<file path="config.mk">
export PLATFORM = sky130hd
export DESIGN_NAME = utf16_to_utf8_transcoder_core
export DESIGN_NICKNAME = d
export VERILOG_FILES = /design/src/u16u8_pkg.sv /design/src/utf16_to_utf8_transcoder_core.sv
export SDC_FILE = /design/constraint.sdc
export NUM_CORES = 1
export LEC_CHECK = 0
export BUFFER_PORTS_ARGS = -buffer_cell sky130_fd_sc_hd__buf_2
export CORE_UTILIZATION = 40
export DETAILED_ROUTE_END_ITERATION = 16
export PLACE_DENSITY_LB_ADDON = 0.1
export SYNTH_ARGS = -nofsm -noshare
export SYNTH_HDL_FRONTEND = slang
export SYNTH_SLANG_ARGS = --single-unit
</file>
<file path="constraint.sdc">
create_clock -name clk -period 3 [get_ports clk]
set_input_delay 0.3 -clock clk [delete_from_list [all_inputs] [get_ports clk]]
set_output_delay 0.3 -clock clk [all_outputs]
set_load 0.02 [all_outputs]
</file>
<file path="src/u16u8_pkg.sv">
// Package for the UTF-16 to UTF-8 transcoder: widths, code constants and
// the single-code-point encoder. No dependencies.
`timescale 1ns / 1ps

package u16u8_pkg;

	localparam int UNIT_W  = 16;
	localparam int BYTE_W  = 8;
	localparam int LIMIT_W = 9;
	localparam int CNT_W   = 3;   // up to six bytes per transaction
	localparam int BUF_D   = 6;

	localparam logic [LIMIT_W-1:0] MAX_UNITS_RST = 9'd63;

	localparam logic [UNIT_W-1:0] HI_SURR_MIN = 16'hD800;
	localparam logic [UNIT_W-1:0] HI_SURR_MAX = 16'hDBFF;
	localparam logic [UNIT_W-1:0] LO_SURR_MIN = 16'hDC00;
	localparam logic [UNIT_W-1:0] LO_SURR_MAX = 16'hDFFF;
	localparam logic [20:0]       SUPP_BASE   = 21'h10000;
	localparam logic [UNIT_W-1:0] TWO_BYTE_LIM = 16'h0800;
	localparam logic [UNIT_W-1:0] ONE_BYTE_LIM = 16'h0080;

	localparam logic [BYTE_W-1:0] LEAD2 = 8'hC0;
	localparam logic [BYTE_W-1:0] LEAD3 = 8'hE0;
	localparam logic [BYTE_W-1:0] LEAD4 = 8'hF0;
	localparam logic [BYTE_W-1:0] CONT  = 8'h80;
	localparam logic [5:0]        CONT_MASK = 6'h3F;

	typedef struct packed {
		logic [2:0][BYTE_W-1:0] b;    // b[0] goes out first
		logic [1:0]             len;  // 1..3
	} enc3_t;

	// encode a code point below 0x10000
	function automatic enc3_t enc3(input logic [UNIT_W-1:0] c);
		enc3_t r;
		r = '0;
		if (c < ONE_BYTE_LIM) begin
			r.b[0] = c[7:0];
			r.len  = 2'd1;
		end else if (c < TWO_BYTE_LIM) begin
			r.b[0] = LEAD2 | {3'b000, c[10:6]};
			r.b[1] = CONT | {2'b00, c[5:0] & CONT_MASK};
			r.len  = 2'd2;
		end else begin
			r.b[0] = LEAD3 | {4'h0, c[15:12]};
			r.b[1] = CONT | {2'b00, c[11:6]};
			r.b[2] = CONT | {2'b00, c[5:0] & CONT_MASK};
			r.len  = 2'd3;
		end
		return r;
	endfunction

endpackage

</file>
<file path="src/utf16_to_utf8_transcoder_core.sv">
// UTF-16 to UTF-8 transcoder top level: string state, per-unit encoder and
// a six-byte result buffer. Depends on u16u8_pkg.
`timescale 1ns / 1ps

// channel   | signals                          | contents
// ----------+----------------------------------+--------------------------------------
// s_axis    | tvalid tready tdata[15:0] tlast  | code_unit, string_end
// m_axis    | tvalid tready tdata[7:0] tlast   | out_byte, run_last,
//           | tuser[1:0]                       | tuser = {string_done, byte_valid}
// cfg       | cfg_wr_en cfg_wr_data[8:0]       | max_units
//
// A unit is encoded in the cycle it is accepted; its bytes land in the result
// buffer, which sends one byte per cycle while m_axis_tready is high. A unit
// gives no bytes or 1 to 6 bytes. The next unit is taken in the cycle the
// last byte of the previous one is taken.
// arst_n clears string state, the buffer count and sets max_units to 63.
module utf16_to_utf8_transcoder_core (
	input  logic        clk,
	input  logic        arst_n,
	input  logic        cfg_wr_en,
	input  logic [8:0]  cfg_wr_data,
	input  logic        s_axis_tvalid,
	output logic        s_axis_tready,
	input  logic [15:0] s_axis_tdata,   // [15:0] code_unit
	input  logic        s_axis_tlast,   // string_end
	output logic        m_axis_tvalid,
	input  logic        m_axis_tready,
	output logic [7:0]  m_axis_tdata,   // [7:0] out_byte
	output logic        m_axis_tlast,   // run_last
	output logic [1:0]  m_axis_tuser    // [0] byte_valid, [1] string_done
);

	localparam int UW = u16u8_pkg::UNIT_W;
	localparam int BW = u16u8_pkg::BYTE_W;
	localparam int LW = u16u8_pkg::LIMIT_W;
	localparam int CW = u16u8_pkg::CNT_W;
	localparam int BD = u16u8_pkg::BUF_D;

	logic [LW-1:0] max_units_q;
	logic [9:0]    held_high_q;
	logic          held_valid_q;
	logic [LW-1:0] unit_count_q;
	logic          stopped_q;

	logic [BD-1:0][BW-1:0] res_byte_s1;
	logic [CW-1:0]         res_cnt_s1;
	logic                  res_bv_s1;
	logic                  res_end_s1;

	logic                  take;
	logic                  pop;
	logic [UW-1:0]         u;
	logic                  drop;
	logic [LW-1:0]         cnt_inc;
	logic                  final_unit;
	logic                  is_high;
	logic                  is_low;
	logic                  pair;
	logic                  flush;
	logic                  emit_u;
	logic                  hold;
	u16u8_pkg::enc3_t      enc_u;
	u16u8_pkg::enc3_t      enc_f;
	logic [20:0]           supp;
	logic [BD-1:0][BW-1:0] nbytes;
	logic [CW-1:0]         ncnt;

	assign u    = s_axis_tdata;
	assign pop  = m_axis_tvalid && m_axis_tready;
	assign s_axis_tready = (res_cnt_s1 == '0) || (res_cnt_s1 == CW'(1) && m_axis_tready);
	assign take = s_axis_tvalid && s_axis_tready;

	assign drop       = stopped_q || (unit_count_q >= max_units_q);
	assign cnt_inc    = unit_count_q + LW'(1);
	assign final_unit = s_axis_tlast || (cnt_inc == max_units_q);
	assign is_high    = (u >= u16u8_pkg::HI_SURR_MIN) && (u <= u16u8_pkg::HI_SURR_MAX);
	assign is_low     = (u >= u16u8_pkg::LO_SURR_MIN) && (u <= u16u8_pkg::LO_SURR_MAX);

	assign pair   = !drop && held_valid_q && is_low;
	assign flush  = held_valid_q && !pair;
	assign hold   = !drop && !pair && is_high && !final_unit;
	assign emit_u = !drop && !pair && !hold && (u != '0);

	assign enc_u = u16u8_pkg::enc3(u);
	assign enc_f = u16u8_pkg::enc3({6'b110110, held_high_q});
	assign supp  = u16u8_pkg::SUPP_BASE + {1'b0, held_high_q, u[9:0]};

	always_comb begin
		nbytes = '0;
		ncnt   = '0;
		if (pair) begin
			nbytes[0] = u16u8_pkg::LEAD4 | {5'b00000, supp[20:18]};
			nbytes[1] = u16u8_pkg::CONT | {2'b00, supp[17:12]};
			nbytes[2] = u16u8_pkg::CONT | {2'b00, supp[11:6]};
			nbytes[3] = u16u8_pkg::CONT | {2'b00, supp[5:0]};
			ncnt      = CW'(4);
		end else if (flush) begin
			nbytes[2:0] = enc_f.b;
			nbytes[5:3] = emit_u ? enc_u.b : '0;
			ncnt        = CW'(3) + (emit_u ? CW'(enc_u.len) : '0);
		end else begin
			// a bare done marker carries a zero byte
			nbytes[2:0] = emit_u ? enc_u.b : '0;
			ncnt        = emit_u ? CW'(enc_u.len) : '0;
		end
	end

	// string state
	always_ff @(posedge clk or negedge arst_n) begin
		if (!arst_n) begin
			max_units_q  <= u16u8_pkg::MAX_UNITS_RST;
			held_high_q  <= '0;
			held_valid_q <= 1'b0;
			unit_count_q <= '0;
			stopped_q    <= 1'b0;
		end else begin
			if (cfg_wr_en) begin
				max_units_q <= cfg_wr_data;
			end
			if (take) begin
				if (s_axis_tlast) begin
					held_high_q  <= '0;
					held_valid_q <= 1'b0;
					unit_count_q <= '0;
					stopped_q    <= 1'b0;
				end else begin
					held_valid_q <= hold;
					held_high_q  <= hold ? u[9:0] : 10'd0;
					if (!drop) begin
						unit_count_q <= cnt_inc;
						if (!pair && !is_high && u == '0) begin
							stopped_q <= 1'b1;
						end
					end
				end
			end
		end
	end

	// result buffer: count is control, bytes are payload
	always_ff @(posedge clk or negedge arst_n) begin
		if (!arst_n) begin
			res_cnt_s1 <= '0;
		end else if (take) begin
			// end of string with no bytes gives a bare done marker
			res_cnt_s1 <= (s_axis_tlast && ncnt == '0) ? CW'(1) : ncnt;
		end else if (pop) begin
			res_cnt_s1 <= res_cnt_s1 - CW'(1);
		end
	end

	always_ff @(posedge clk) begin
		if (take) begin
			res_byte_s1 <= nbytes;
			res_bv_s1   <= (ncnt != '0);
			res_end_s1  <= s_axis_tlast;
		end else if (pop) begin
			for (int i = 0; i < BD - 1; i++) begin
				res_byte_s1[i] <= res_byte_s1[i+1];
			end
			res_byte_s1[BD-1] <= '0;
		end
	end

	assign m_axis_tvalid = (res_cnt_s1 != '0);
	assign m_axis_tdata  = res_byte_s1[0];
	assign m_axis_tlast  = (res_cnt_s1 == CW'(1));
	assign m_axis_tuser  = {res_end_s1 && m_axis_tlast, res_bv_s1};

endmodule

</file>
## Yosys cells after proc, flatten, opt, wreduce, memory -nomap -nowiden

Index checks and enable logic that the tools add are counted.

| word-level totals | value |
|---|---|
| bits in registers | 83 |
| bits in writable memories | 0 |
| output and inout port bits | 13 |
| memories kept | 0 |
| logic and storage cells | 88 |
| ROM bits | 0 |
| bits of input ports | 31 |
| bits in latches | 0 |

| operators by class | value |
|---|---|
| equality and inequality tests | 3 |
| $lt $le $gt $ge | 7 |
| muxes and demuxes | 25 |
| divide/modulo/power cells | 0 |
| bitwise gates (word level) | 0 |
| reductions and logical operators | 35 |
| shift operators | 0 |
| multipliers | 0 |
| add/sub/neg operators | 4 |

Operator list:

| cell | count |
|---|---|
| 2-to-1 mux 48 bit | 2 |
| 2-to-1 mux 24 bit | 3 |
| 2-to-1 mux 16 bit | 3 |
| greater-or-equal comparator 16 bit (second input constant) | 2 |
| less-or-equal comparator 16 bit (second input constant) | 2 |
| 2-to-1 mux 32 bit | 1 |
| 2-to-1 mux 10 bit | 3 |
| adder 17 x 20 -> 21 bit (first input constant) | 1 |
| 2-to-1 mux 9 bit | 2 |
| logical AND 1 bit | 17 |
| zero test 16 bit | 1 |
| < comparator 16 x 12 -> 1 bit (second input constant) | 1 |
| < comparator 16 x 8 -> 1 bit (second input constant) | 1 |
| nonzero test 16 bit | 1 |
| 2-to-1 mux 3 bit | 5 |
| adder 9 x 1 -> 9 bit (second input constant) | 1 |
| equality test 9 bit | 1 |
| greater-or-equal comparator 9 bit | 1 |
| 2-to-1 mux 8 bit | 1 |
| zero test 3 bit | 2 |
| nonzero test 3 bit | 2 |
| zero test 1 bit | 5 |
| 2-to-1 mux 1 bit | 4 |
| nonzero test 2 bit | 2 |
| other kinds (8) | 10 |

## Logic depth before layout (Yosys ltp)

Gate-level depths: netlist of the first run.

| depth | value |
|---|---|
| depth in word-level cells | 20 |
| gate-level depth with buffers | 12 |

## Worst setup path after synthesis of the first run

Ideal clock, no wire load.

| timing | value |
|---|---|
| path kind | register to register |
| from | register max_units_q[2] |
| to | register res_byte_s1[20] (netlist bit), data pin |
| path slack | 0.387 ns |
| data required time | 2.837 ns |
| clock period less this slack | 2.613 ns |
| data arrival time | 2.450 ns |
| cell stages (with the launch flop) | 13 |
| library setup time | 0.163 ns |
| cells stage by stage | dfstp_2 inv_1 ha_1 a21oi_1 o21ai_0 a21oi_1 nor2b_1 clkbuf_1 and2_1 clkbuf_1 clkbuf_1 a21oi_1 o221ai_1 |

| between the ends | value |
|---|---|
| longest elaborated chain between the ends | 16 |

Ends and longest elaborated chain:

| element | line | source |
|---|---|---|
| start: declaration | utf16_to_utf8_transcoder_core.sv:39 | `logic [LW-1:0] max_units_q;` |
| start signal: assignment | utf16_to_utf8_transcoder_core.sv:111 | `max_units_q <= u16u8_pkg::MAX_UNITS_RST;` |
| start signal: assignment | utf16_to_utf8_transcoder_core.sv:118 | `max_units_q <= cfg_wr_data;` |
| greater-or-equal comparator 9 bit | utf16_to_utf8_transcoder_core.sv:73 | `assign drop = stopped_q \|\| (unit_count_q >= max_units_q);` |
| logical OR 1 bit | utf16_to_utf8_transcoder_core.sv:73 |  |
| zero test 1 bit | -- |  |
| logical AND 1 bit (2 in series) | utf16_to_utf8_transcoder_core.sv:79 | `assign pair = !drop && held_valid_q && is_low;` |
| zero test 1 bit | utf16_to_utf8_transcoder_core.sv:80, utf16_to_utf8_transcoder_core.sv:81, utf16_to_utf8_transcoder_core.sv:82 |  |
| logical AND 1 bit | utf16_to_utf8_transcoder_core.sv:81, utf16_to_utf8_transcoder_core.sv:82 |  |
| logical AND 1 bit (2 in series) | utf16_to_utf8_transcoder_core.sv:81 | `assign hold = !drop && !pair && is_high && !final_unit;` |
| zero test 1 bit | utf16_to_utf8_transcoder_core.sv:82 | `assign emit_u = !drop && !pair && !hold && (u != '0);` |
| logical AND 1 bit (2 in series) | utf16_to_utf8_transcoder_core.sv:82 |  |
| 2-to-1 mux 24 bit | utf16_to_utf8_transcoder_core.sv:103 | `nbytes[2:0] = emit_u ? enc_u.b : '0;` |
| 2-to-1 mux 24 bit | utf16_to_utf8_transcoder_core.sv:97 | `end else if (flush) begin` |
| 2-to-1 mux 32 bit (*) | utf16_to_utf8_transcoder_core.sv:91 | `if (pair) begin` |
| 2-to-1 mux 48 bit (*) | utf16_to_utf8_transcoder_core.sv:153 | `if (take) begin` |
| end signal: assignment | utf16_to_utf8_transcoder_core.sv:154 | `res_byte_s1 <= nbytes;` |
| end signal: indexed assignment | utf16_to_utf8_transcoder_core.sv:159 | `res_byte_s1[i] <= res_byte_s1[i+1];` |
| end: declaration | utf16_to_utf8_transcoder_core.sv:45 | `logic [BD-1:0][BW-1:0] res_byte_s1;` |

Mark *: on every way between the ends. The rest lies on a longest branch, timed or not.
A chain may end at the register's enable or synchronous reset.

## Worst setup path in the final report of the first run

| timing | value |
|---|---|
| from | register max_units_q[2] |
| to | register res_byte_s1[29] (netlist bit), data pin |

| between the ends | value |
|---|---|
| longest elaborated chain between the ends | 16 |

Ends and longest elaborated chain:

| element | line | source |
|---|---|---|
| greater-or-equal comparator 9 bit | utf16_to_utf8_transcoder_core.sv:73 |  |
| logical OR 1 bit | utf16_to_utf8_transcoder_core.sv:73 |  |
| zero test 1 bit | -- |  |
| logical AND 1 bit (2 in series) | utf16_to_utf8_transcoder_core.sv:79 |  |
| zero test 1 bit | utf16_to_utf8_transcoder_core.sv:80, utf16_to_utf8_transcoder_core.sv:81, utf16_to_utf8_transcoder_core.sv:82 |  |
| logical AND 1 bit | utf16_to_utf8_transcoder_core.sv:81, utf16_to_utf8_transcoder_core.sv:82 |  |
| logical AND 1 bit (2 in series) | utf16_to_utf8_transcoder_core.sv:81 |  |
| zero test 1 bit | utf16_to_utf8_transcoder_core.sv:82 |  |
| logical AND 1 bit (2 in series) | utf16_to_utf8_transcoder_core.sv:82 |  |
| 2-to-1 mux 24 bit | utf16_to_utf8_transcoder_core.sv:99 | `nbytes[5:3] = emit_u ? enc_u.b : '0;` |
| 2-to-1 mux 24 bit | utf16_to_utf8_transcoder_core.sv:97 |  |
| 2-to-1 mux 32 bit (*) | utf16_to_utf8_transcoder_core.sv:91 |  |
| 2-to-1 mux 48 bit (*) | utf16_to_utf8_transcoder_core.sv:153 |  |

Marked as above.

==> metrics.txt, run 1 <==
prevailing post-synth register cell=edfxtp_1; Die Footprint=0.01214 mm^2; Synth Area in Adders=3.743%; Worst setup SP type=register; post-synthesis mux area share=0.4813%; # IOs=44; largest family of logic cells by synthesized area=compound AO/OA/AOI/OAI gates; min cycle time layout=~2.8 ns; Fmax achieved=around 0.36 GHz; vias=3883; first-pass GRT wire length=19950 um; RSZ-0062 raised after global routing=false; VDD IR max=0.0003525 V; Worst Setup End Kind=register; post-synthesis cell area=between 0.004 and 0.005 mm^2; Starting Density=40.98%; row count=39; drt wl/cell=18.79 um; Slew Limit Fails=0; htree depth=3; GRT overflow=0; yosys warns=0; vias in the first global route=~3600; Routed Antenna Nets=0; critical path class=register to register; CP Data Arrival Time=2.93 ns; Die W=~110 um; area of the core=0.01142 mm^2; DRT Wirelength=12520 um; Psw=between 1 and 1.5 mW; Compound-Gate Fraction of Synth Area=about a fifth; antenna violations before repair=0; Fin Clk Skew=0.006111 ns; post-synth top area share=30.80%; share of layout cells above drive strength 1=19.89%; port bufs=43; setup tns final=0 ns; status=complete, no violations; hold crit path type=input pin to async pin; Final #Nets=between 500 and 600; clock power share=about 29%; Worst path top cell family by delay=compound AO/OA/AOI/OAI gates; worst reg-to-reg path cell count=11; EDFF count, synth=48; ANT cells=0; Via density=5.830; end point of the critical path=res_byte_s1[29]; crit share post-route=between 90% and 100%; ys async rst share=40.74%; Detailed Routing Iterations Pass 1=5; clock root buffer=clkbuf_16; worst-skew pair later-pin latency=~0.34 ns; Syn Area/Cell=about 10 um^2; top-count cell post-synth=nand2_1; #FFs+latches synth=81; Layout area overhead=13.90%; cell depth of the worst setup path=11; clock sink count=81; Final HPWL DP=8859 um; Post-Syn Nets=526; Final Wtd Congestion=0.8765; # DRC=0; worst path cell trace=inv_1 -> ha_1 -> a21oi_1 -> o21ai_0 -> a21oi_1 -> nor2b_1 -> buf_4 -> and2_1 -> buf_4 -> nor2_1 -> o41ai_1; Flop pwr share=44.3%; Global Route Usage Sum=22.37%; pin slew with the least headroom to its limit=0.7932 ns; Post-CTS Setup Inserts=0; required time worst endpoint=3.12 ns; dominant cell type by area after synthesis=edfxtp_1; crit-path max FO=8; commonest cells in the netlist=56 x nand2_1, 48 x edfxtp_1, 47 x a21oi_1, 38 x o21ai_0, 36 x nor2_1; R2R Setup Slk=0.19 ns; # hold bufs at CTS=0; Final setup viols=0; Crit Reg-Reg Endpoint=res_byte_s1[29]; Cells after Synth=481; Iter 0 DRT Violations=between 400 and 500; combinational cell fraction of total power=a little over a quarter; simple-gate area share of the yosys netlist=18.61%; largest net degree at the start of global routing=34; CTS tree=yes; Max Cap Viol=0; Crit-path slowest cell=dfstp_2; Hold Fails Final Rpt=0; Die Y=110.2 um; cts bufs inserted=9; post-synth cell types=58; CP max stage delay=0.55 ns; cell leakage power=approximately 2.2 nW; Bufs on Longest Clock Path=2; Buf/Inv on CP=3; Power Density=684.9 mW/mm^2; clk slew on worst S/H paths=0.06 ns; crit path from=max_units_q[2]; Slew HR=47.12%; filler cell count in the final layout=1135; RR Startpoint=max_units_q[2]; Seq/Total Area, Yosys=48.61%; Switching Share=32.24%; Post-Synth XOR/XNOR Area=roughly 2%; Internal Power=2.474 mW; hold_ws=0.04298 ns; Synth area leaders=edfxtp_1 31%, dfrtp_1 14%, a21oi_1 5.0%
power groups by stage:
stage | Clock [mW] | Combinational [mW] | Sequential (mW)
3_3_place_gp | 0 | 0.951 | 1.63
4_1_cts | 1.09 | 0.969 | 1.61
6_report | 1.07 | 0.966 | 1.62
3_5_place_dp | 0 | 0.964 | 1.63
2_1_floorplan | 0 | 0.703 | 1.60
5_1_grt | 1.13 | 1.08 | 1.64
worst reg2reg max path, cell delays in order (launching register included):
cell,delay [ns]
dfstp_2,0.55
inv_1,0.07
ha_1,0.32
a21oi_1,0.13
o21ai_0,0.12
a21oi_1,0.19
nor2b_1,0.23
buf_4,0.19
and2_1,0.23
buf_4,0.18
nor2_1,0.06
o41ai_1,0.32
routing by layer:
metal / global-route usage [%] / share of wire (%) / vias up
met5: 0 / 0 / -
met4: 7.519 / 1.7 / 0
met3: 4.527 / 5.2 / 18
met2: 29.78 / 42 / 119
met1: 35.29 / 51 / 1898
li1: - / - / 1848
final cells by class:
cell class / instances / area [um^2] / area share, %
timing repair buffer: 65 / 380.4 / 7.136
inverter: 20 / 75.07 / 1.408
multi-input combinational: 342 / 2142 / 40.19
tap: 143 / 178.9 / 3.357
clock inverter: 4 / 45.04 / 0.8451
sequential: 81 / 2276 / 42.70
clock buffer: 11 / 232.7 / 4.366
flip-flops by register name, indices dropped and copies added (netlist names):
register      flops
unit_count_q      9
m_axis_tdata      8
res_byte_s1      38
res_cnt_s1        3
stopped_q         1
max_units_q       9
res_bv_s1         1
held_valid_q      1
res_end_s1        1
held_high_q      10
worst min-delay path by stage:
| stage | start | to | slack (ns) | cells past startpoint |
|---|---|---|---|---|
| final | arst_n | held_high_q[7] | 0.04 | 1 |
| after global routing | arst_n | held_high_q[7] | 0.10 | 1 |
| after CTS | arst_n | held_high_q[7] | 0.07 | 1 |
| after detailed placement | arst_n | unit_count_q[4] | 0.43 | 1 |
| after global placement | arst_n | unit_count_q[4] | 0.43 | 1 |
| after floorplan | arst_n | held_high_q[0] | 0.004 | 0 |
through the flow:
| step | utilization, % | power [mW] | std cells | instance area (um^2) | worst slack (ns) |
|---|---|---|---|---|---|
| 4_1_cts | 46.58 | 3.672 | 666 | 5319 | 0.08134 |
| 3_3_place_gp | 44.15 | 2.579 | 651 | 5041 | 0.1006 |
| 2_1_floorplan | - | 2.300 | 481 | 4679 | 0.3870 |
| 3_5_place_dp | 44.15 | 2.597 | 651 | 5041 | 0.09070 |
| 6_report | 46.68 | 3.651 | 666 | 5330 | 0.1921 |
| 5_1_grt | 46.68 | 3.857 | 666 | 5330 | 0.03717 |
cells by family (layout without fill, tap and decap cells):
logic type,Yosys count,after routing
AOI/OAI and AO/OA,149,149
adders and majority gates,14,14
xor gates and xnor gates,11,11
and+or+nand+nor,166,166
buffers and inverters,58,100
DFF,81,81
muxes,2,2
layout by cell type (no fill, tap or decap), types with 5 or more instances in the layout:
cell type / Yosys / layout
nand2_1: 56 / 53
edfxtp_1: 48 / 48
a21oi_1: 47 / 47
buf_2: 4 / 43
nor2_1: 36 / 36
o21ai_0: 38 / 36
dfrtp_1: 27 / 26
buf_4: 10 / 22
inv_1: 20 / 20
ha_1: 14 / 14
and3_1: 12 / 12
o221ai_1: 10 / 10
nor3_1: 10 / 10
a22o_1: 10 / 10
clkbuf_16: 0 / 9
nor2b_1: 8 / 8
xnor2_1: 8 / 8
o31ai_1: 8 / 8
nand3_1: 7 / 6
nor4_1: 6 / 6
nor4_2: 6 / 6
dfstp_2: 6 / 6
a31oi_1: 5 / 5
o21ai_1: 3 / 5
repair_timing:
action	4_1_cts	5_1_grt
hold endpoints to repair	0	0
resized for setup	0	6
endpoints found under the setup margin	0	17
Power figures use the tool's default switching activity.
==> run 2: changes to the inputs <==
--- a/config.mk
+++ b/config.mk
@@ -6,7 +6,9 @@
 export NUM_CORES = 1
 export LEC_CHECK = 0
 export BUFFER_PORTS_ARGS = -buffer_cell sky130_fd_sc_hd__buf_2
+export CORE_ASPECT_RATIO = 2
 export CORE_UTILIZATION = 40
+export CTS_BUF_LIST = sky130_fd_sc_hd__clkbuf_8 sky130_fd_sc_hd__clkbuf_16
 export DETAILED_ROUTE_END_ITERATION = 16
 export PLACE_DENSITY_LB_ADDON = 0.1
 export SYNTH_ARGS = -nofsm -noshare
==> metrics.txt, run 2 (synthesized netlist as in run 1, its figures left out) <==
hold crit path type=input pin to async pin; Routed Antenna Nets=0; Fin Clk Skew=0.009527 ns; # hold bufs at CTS=0; design area=0.005413 mm^2; cts bufs inserted=9; Final #Nets=562; ANT cells=0; vias in the first global route=3894; min cycle time layout=approximately 2.9 ns; combinational cell fraction of total power=25.6%; clk slew on worst S/H paths=0.07 ns; critical path class=register to register; largest net degree at the start of global routing=67; Worst setup SP type=register; # DRC=0; crit path from=unit_count_q[0]; most common cell after layout, fill and taps aside=nand2_1; status=complete, no violations; Die Footprint=between 0.01 and 0.015 mm^2; commonest cells after routing, fill and taps aside=55 x nand2_1, 48 x edfxtp_1, 47 x a21oi_1; clock root buffer=clkbuf_16; Slew HR=45.23%; drt wl/cell=between 20 and 25 um; setup tns final=0 ns; Switching Share=31.35%; Final setup viols=0; worst reg-to-reg path cell count=9; CP Data Arrival Time=~3 ns; row count=55; Die W=78.48 um; Fmax achieved=about 0.35 GHz; area of the core=around 0.011 mm^2; Die Y=155.0 um; Global Route Usage Sum=24.05%; clock power share=32.7%; worst-skew pair later-pin latency=0.34 ns; required time worst endpoint=3.13 ns; RR Startpoint=unit_count_q[0]; vias=3906; DRT Wirelength=13800 um; VDD IR max=0.0003437 V; Power Density=717.9 mW/mm^2; Flop pwr share=between 40% and 50%; Bufs on Longest Clock Path=2; largest registers=res_byte_s1: 38 flops, held_high_q: 10 flops; Via density=a little under 6; Biggest register=res_byte_s1; GRT overflow=0; Final Wtd Congestion=0.9540; CTS tree=yes; Internal Power=2.668 mW; max FFs per register=38; # IOs=44; RSZ-0062 raised after global routing=false; crit-path max FO=11; Iter 0 DRT Violations=315; Post-CTS Setup Inserts=0; htree depth=3; antenna violations before repair=0; clock sink count=81; Final HPWL DP=10270 um; first-pass GRT wire length=between 20000 and 25000 um; share of layout cells above drive strength 1=19.73%; port bufs=43; # resized after CTS=0; Hold Fails Final Rpt=0; Detailed Routing Iterations Pass 1=6; Psw=approximately 1.2 mW; Max Cap Viol=0; placed cell area=0.005062 mm^2; Starting Density=41.21%; Worst Setup End Kind=register; Layout area overhead=15.67%; crit share post-route=95.74%; cell leakage power=2.239 nW; pin slew with the least headroom to its limit=slightly above 0.8 ns; Slew Limit Fails=0
==> run 2: changes by cell type in the layout (fill, tap and decap cells not counted), sizes merged <==
| cell | previous run | this run |
|---|---|---|
| clkinvlp | 1 | 0 |
| clkinv | 2 | 3 |
| buf | 65 | 63 |
| inv | 20 | 21 |
| clkbuf | 11 | 9 |
| bufinv | 1 | 3 |
==> run 2: per-stage QoR <==
stage / worst slack [ns] / power, mW / hold slack, ns / util (%) / cells
2_1_floorplan: 0.3870 / 2.300 / 0.004409 / - / 481
3_3_place_gp: 0.1000 / 2.619 / 0.4453 / 44.58 / 648
3_5_place_dp: 0.04247 / 2.635 / 0.4401 / 44.58 / 648
4_1_cts: 0.01413 / 3.914 / 0.08063 / 47.63 / 664
5_1_grt: 0.02966 / 4.085 / 0.1158 / 47.67 / 664
6_report: 0.1278 / 3.886 / 0.05793 / 47.67 / 664
==> run 2: worst max-delay path: stages, from the launching register on <==
cell and delay (ns):
dfrtp_1 0.50, ha_1 0.22, nand2_1 0.16, or2_0 0.25, o221ai_1 0.19, o2111ai_1 0.22
o31a_4 0.37, nor2_8 0.23, nand3_2 0.21, o221ai_1 0.32
==> run 2: layer usage <==
metal | part of all wire (%) | vias to the layer above | GRT usage (%) | wire length (um)
li1 | - | 1844 | - | -
met1 | 36 | 1866 | 24.74 | 4939
met2 | 55 | 146 | 44.15 | 7541
met4 | 5.8 | 0 | 15.61 | 794
met3 | 3.8 | 50 | 3.636 | 520
met5 | 0 | - | 0 | 0
==> run 2: worst paths after layout <==
| check | slack [ns] | endpoint |
|---|---|---|
| max in group asynchronous | 2.42 | res_cnt_s1[0] |
| max reg2reg | 0.13 | res_byte_s1[17] |
| min in group clk | 0.17 | max_units_q[4] |
| min | 0.06 | held_high_q[9] |
| min reg2reg | 0.52 | res_byte_s1[29] |
| max | 0.13 | res_byte_s1[17] |
==> run 2: power groups by stage <==
stage	Sequential [mW]	Combinational [mW]	Clock, mW
3_3_place_gp	1.63	0.987	0
6_report	1.62	0.993	1.27
2_1_floorplan	1.60	0.703	0
3_5_place_dp	1.64	0.994	0
5_1_grt	1.65	1.10	1.33
4_1_cts	1.62	0.998	1.29
==> run 2: layout make-up <==
| class | instances | area [um^2] |
|---|---|---|
| Fill cell | 1094 | 5942 |
| Sequential cell | 81 | 2275 |
| Multi-Input combinational cell | 342 | 2137 |
| Timing Repair Buffer | 63 | 402.9 |
| Clock buffer | 9 | 225.2 |
| Tap cell | 142 | 177.7 |
| Clock inverter | 7 | 120.1 |
| Inverter | 20 | 75.07 |
==> run 3: changes to the inputs <==
--- a/config.mk
+++ b/config.mk
@@ -6,11 +6,10 @@
 export NUM_CORES = 1
 export LEC_CHECK = 0
 export BUFFER_PORTS_ARGS = -buffer_cell sky130_fd_sc_hd__buf_2
-export CORE_ASPECT_RATIO = 2
 export CORE_UTILIZATION = 40
 export CTS_BUF_LIST = sky130_fd_sc_hd__clkbuf_8 sky130_fd_sc_hd__clkbuf_16
 export DETAILED_ROUTE_END_ITERATION = 16
-export PLACE_DENSITY_LB_ADDON = 0.1
+export PLACE_DENSITY = 0.6
 export SYNTH_ARGS = -nofsm -noshare
 export SYNTH_HDL_FRONTEND = slang
 export SYNTH_SLANG_ARGS = --single-unit
==> metrics.txt, run 3 (synthesized netlist as in run 1, its figures left out) <==
status=complete, no violations; Biggest register=res_byte_s1; CP Data Arrival Time=2.93 ns; DRT Wirelength=11960 um; Internal Power=2.658 mW; cell depth of the worst setup path=8; drt wl/cell=18.10 um; Worst Setup End Kind=register; Multi-input gate area=0.002146 mm^2; cell leakage power=2.213 nW; most common cell after layout, fill and taps aside=nand2_1; Hold Fails Final Rpt=0; Slew HR=50.45%; Die Footprint=0.01214 mm^2; Final #Nets=558; FF/Latch Area=0.002277 mm^2; crit share post-route=roughly 93%; Iter 0 DRT Violations=between 300 and 400; Max Cap Viol=0; filler cell count in the final layout=1109; largest registers=res_byte_s1: 38 flops, held_high_q: 10 flops; RSZ-0062 raised after global routing=false; clk slew on worst S/H paths=0.06 ns; htree depth=3; RR Startpoint=unit_count_q[4]; antenna violations before repair=0; VDD IR max=roughly 0.00042 V; final worst slack=0.2104 ns; crit path from=unit_count_q[4]; Flop pwr share=42.2%; hold crit path type=input pin to async pin; Fmax achieved=0.3585 GHz; share of layout cells above drive strength 1=roughly 20%; Routed Antenna Nets=0; Global Route Usage Sum=21.48%; clock power share=33.0%; Post-CTS Setup Inserts=0; min cycle time layout=2.790 ns; critical path class=register to register; Die Y=110.2 um; # hold bufs at CTS=0; placed cell area=0.005021 mm^2; Detailed Routing Iterations Pass 1=5; Slew Limit Fails=0; Crit Reg-Reg Endpoint=res_byte_s1[9]; CTS tree=yes; Final setup viols=0; end point of the critical path=res_byte_s1[9]; cts bufs inserted=9; first-pass GRT wire length=slightly below 20000 um; largest net degree at the start of global routing=40; ANT cells=0; Layout area overhead=15.00%; Final Wtd Congestion=about 0.95; Crit-path slowest cell=dfrtp_1; Fin Clk Skew=0.01187 ns; Power Density=715.7 mW/mm^2; Psw=approximately 1.2 mW; # IOs=44; Starting Density=40.98%; Die W=110.2 um; setup tns final=0 ns; Via density=5.896; vias in the first global route=3639; Setup Slack @ Placement=0.08796 ns; port bufs=43; GRT overflow=0; worst reg-to-reg path cell count=8; Worst setup SP type=register; Bufs on Longest Clock Path=2; crit-path most repeated cell=o221ai_1; required time worst endpoint=3.14 ns; R2R Setup Slk=roughly 0.21 ns; design area=0.005381 mm^2; commonest cells after routing, fill and taps aside=54 x nand2_1, 48 x edfxtp_1, 47 x a21oi_1; # DRC=0; max FFs per register=38; clock sink count=81; Switching Share=30.99%; Worst path top cell family by delay=compound AO/OA/AOI/OAI gates; crit-path max FO=15; worst path cell trace=nand4_2 -> or2_0 -> o221ai_1 -> o2111ai_1 -> o31a_4 -> nor2_8 -> nand2_2 -> o221ai_1; worst-skew pair later-pin latency=0.35 ns; vias=3897; combinational cell fraction of total power=about a quarter; Pwr Total=3.851 mW; row count=39; Buf/Inv on CP=0; Final HPWL DP=around 8500 um; CP max stage delay=0.56 ns; pin slew with the least headroom to its limit=0.7432 ns; clock root buffer=clkbuf_16; area of the core=approximately 0.011 mm^2
[run 3: cell count changes in the layout (fill, tap and decap cells not counted), moves of 2 or more]
cell      previous run  this run
buf_4               17        14
clkinv_4             3         1
dfrtp_1             27        25
dfrtp_2              0         2
[run 3: worst min-delay path by stage]
stage / from / slack [ns] / cells after the start / end
3_3_place_gp: arst_n / 0.41 / 1 / held_high_q[7]
5_1_grt: arst_n / 0.08 / 1 / held_high_q[9]
4_1_cts: arst_n / 0.06 / 1 / unit_count_q[7]
2_1_floorplan: arst_n / 0.004 / 0 / held_high_q[0]
3_5_place_dp: arst_n / 0.42 / 1 / held_high_q[4]
6_report: arst_n / 0.02 / 1 / held_high_q[7]
[run 3: layer usage]
metal,part of all wire [%],global-route usage [%],up-vias
met2,47,33.35,143
met4,2.2,8.459,0
met1,44,29.09,1889
met5,0,0,-
li1,-,-,1839
met3,6.5,4.879,26
[run 3: layout make-up]
class | count | share of cell area (%)
flip-flops and latches | 81 | 42.32
multi-input cells | 342 | 39.87
repair buffers | 59 | 6.696
clock buffers | 9 | 4.185
well taps | 143 | 3.325
clock inverters | 7 | 2.209
inverters | 20 | 1.395
[run 3: repair_timing]
| item | 4_1_cts | 5_1_grt |
|---|---|---|
| endpoints found under the hold margin | 0 | 0 |
| setup endpoints to repair | 0 | 22 |
| gates resized for setup | 0 | 5 |
[run 3: metrics by stage]
stage / utilization (%) / instances / hold WS, ns
4_1_cts: 46.99 / 661 / 0.05539
2_1_floorplan: - / 481 / 0.004409
5_1_grt: 47.13 / 661 / 0.07764
6_report: 47.13 / 661 / 0.02413
3_5_place_dp: 43.97 / 645 / 0.4164
3_3_place_gp: 43.97 / 645 / 0.4104
[run 3: power groups by stage]
stage               Sequential [mW]  Clock (mW)  Combinational (mW)
floorplan                      1.60           0               0.703
global placement               1.63           0               0.943
detailed placement             1.64           0               0.946
CTS                            1.62        1.29               0.956
global route                   1.65        1.34                1.09
finish                         1.62        1.27               0.956
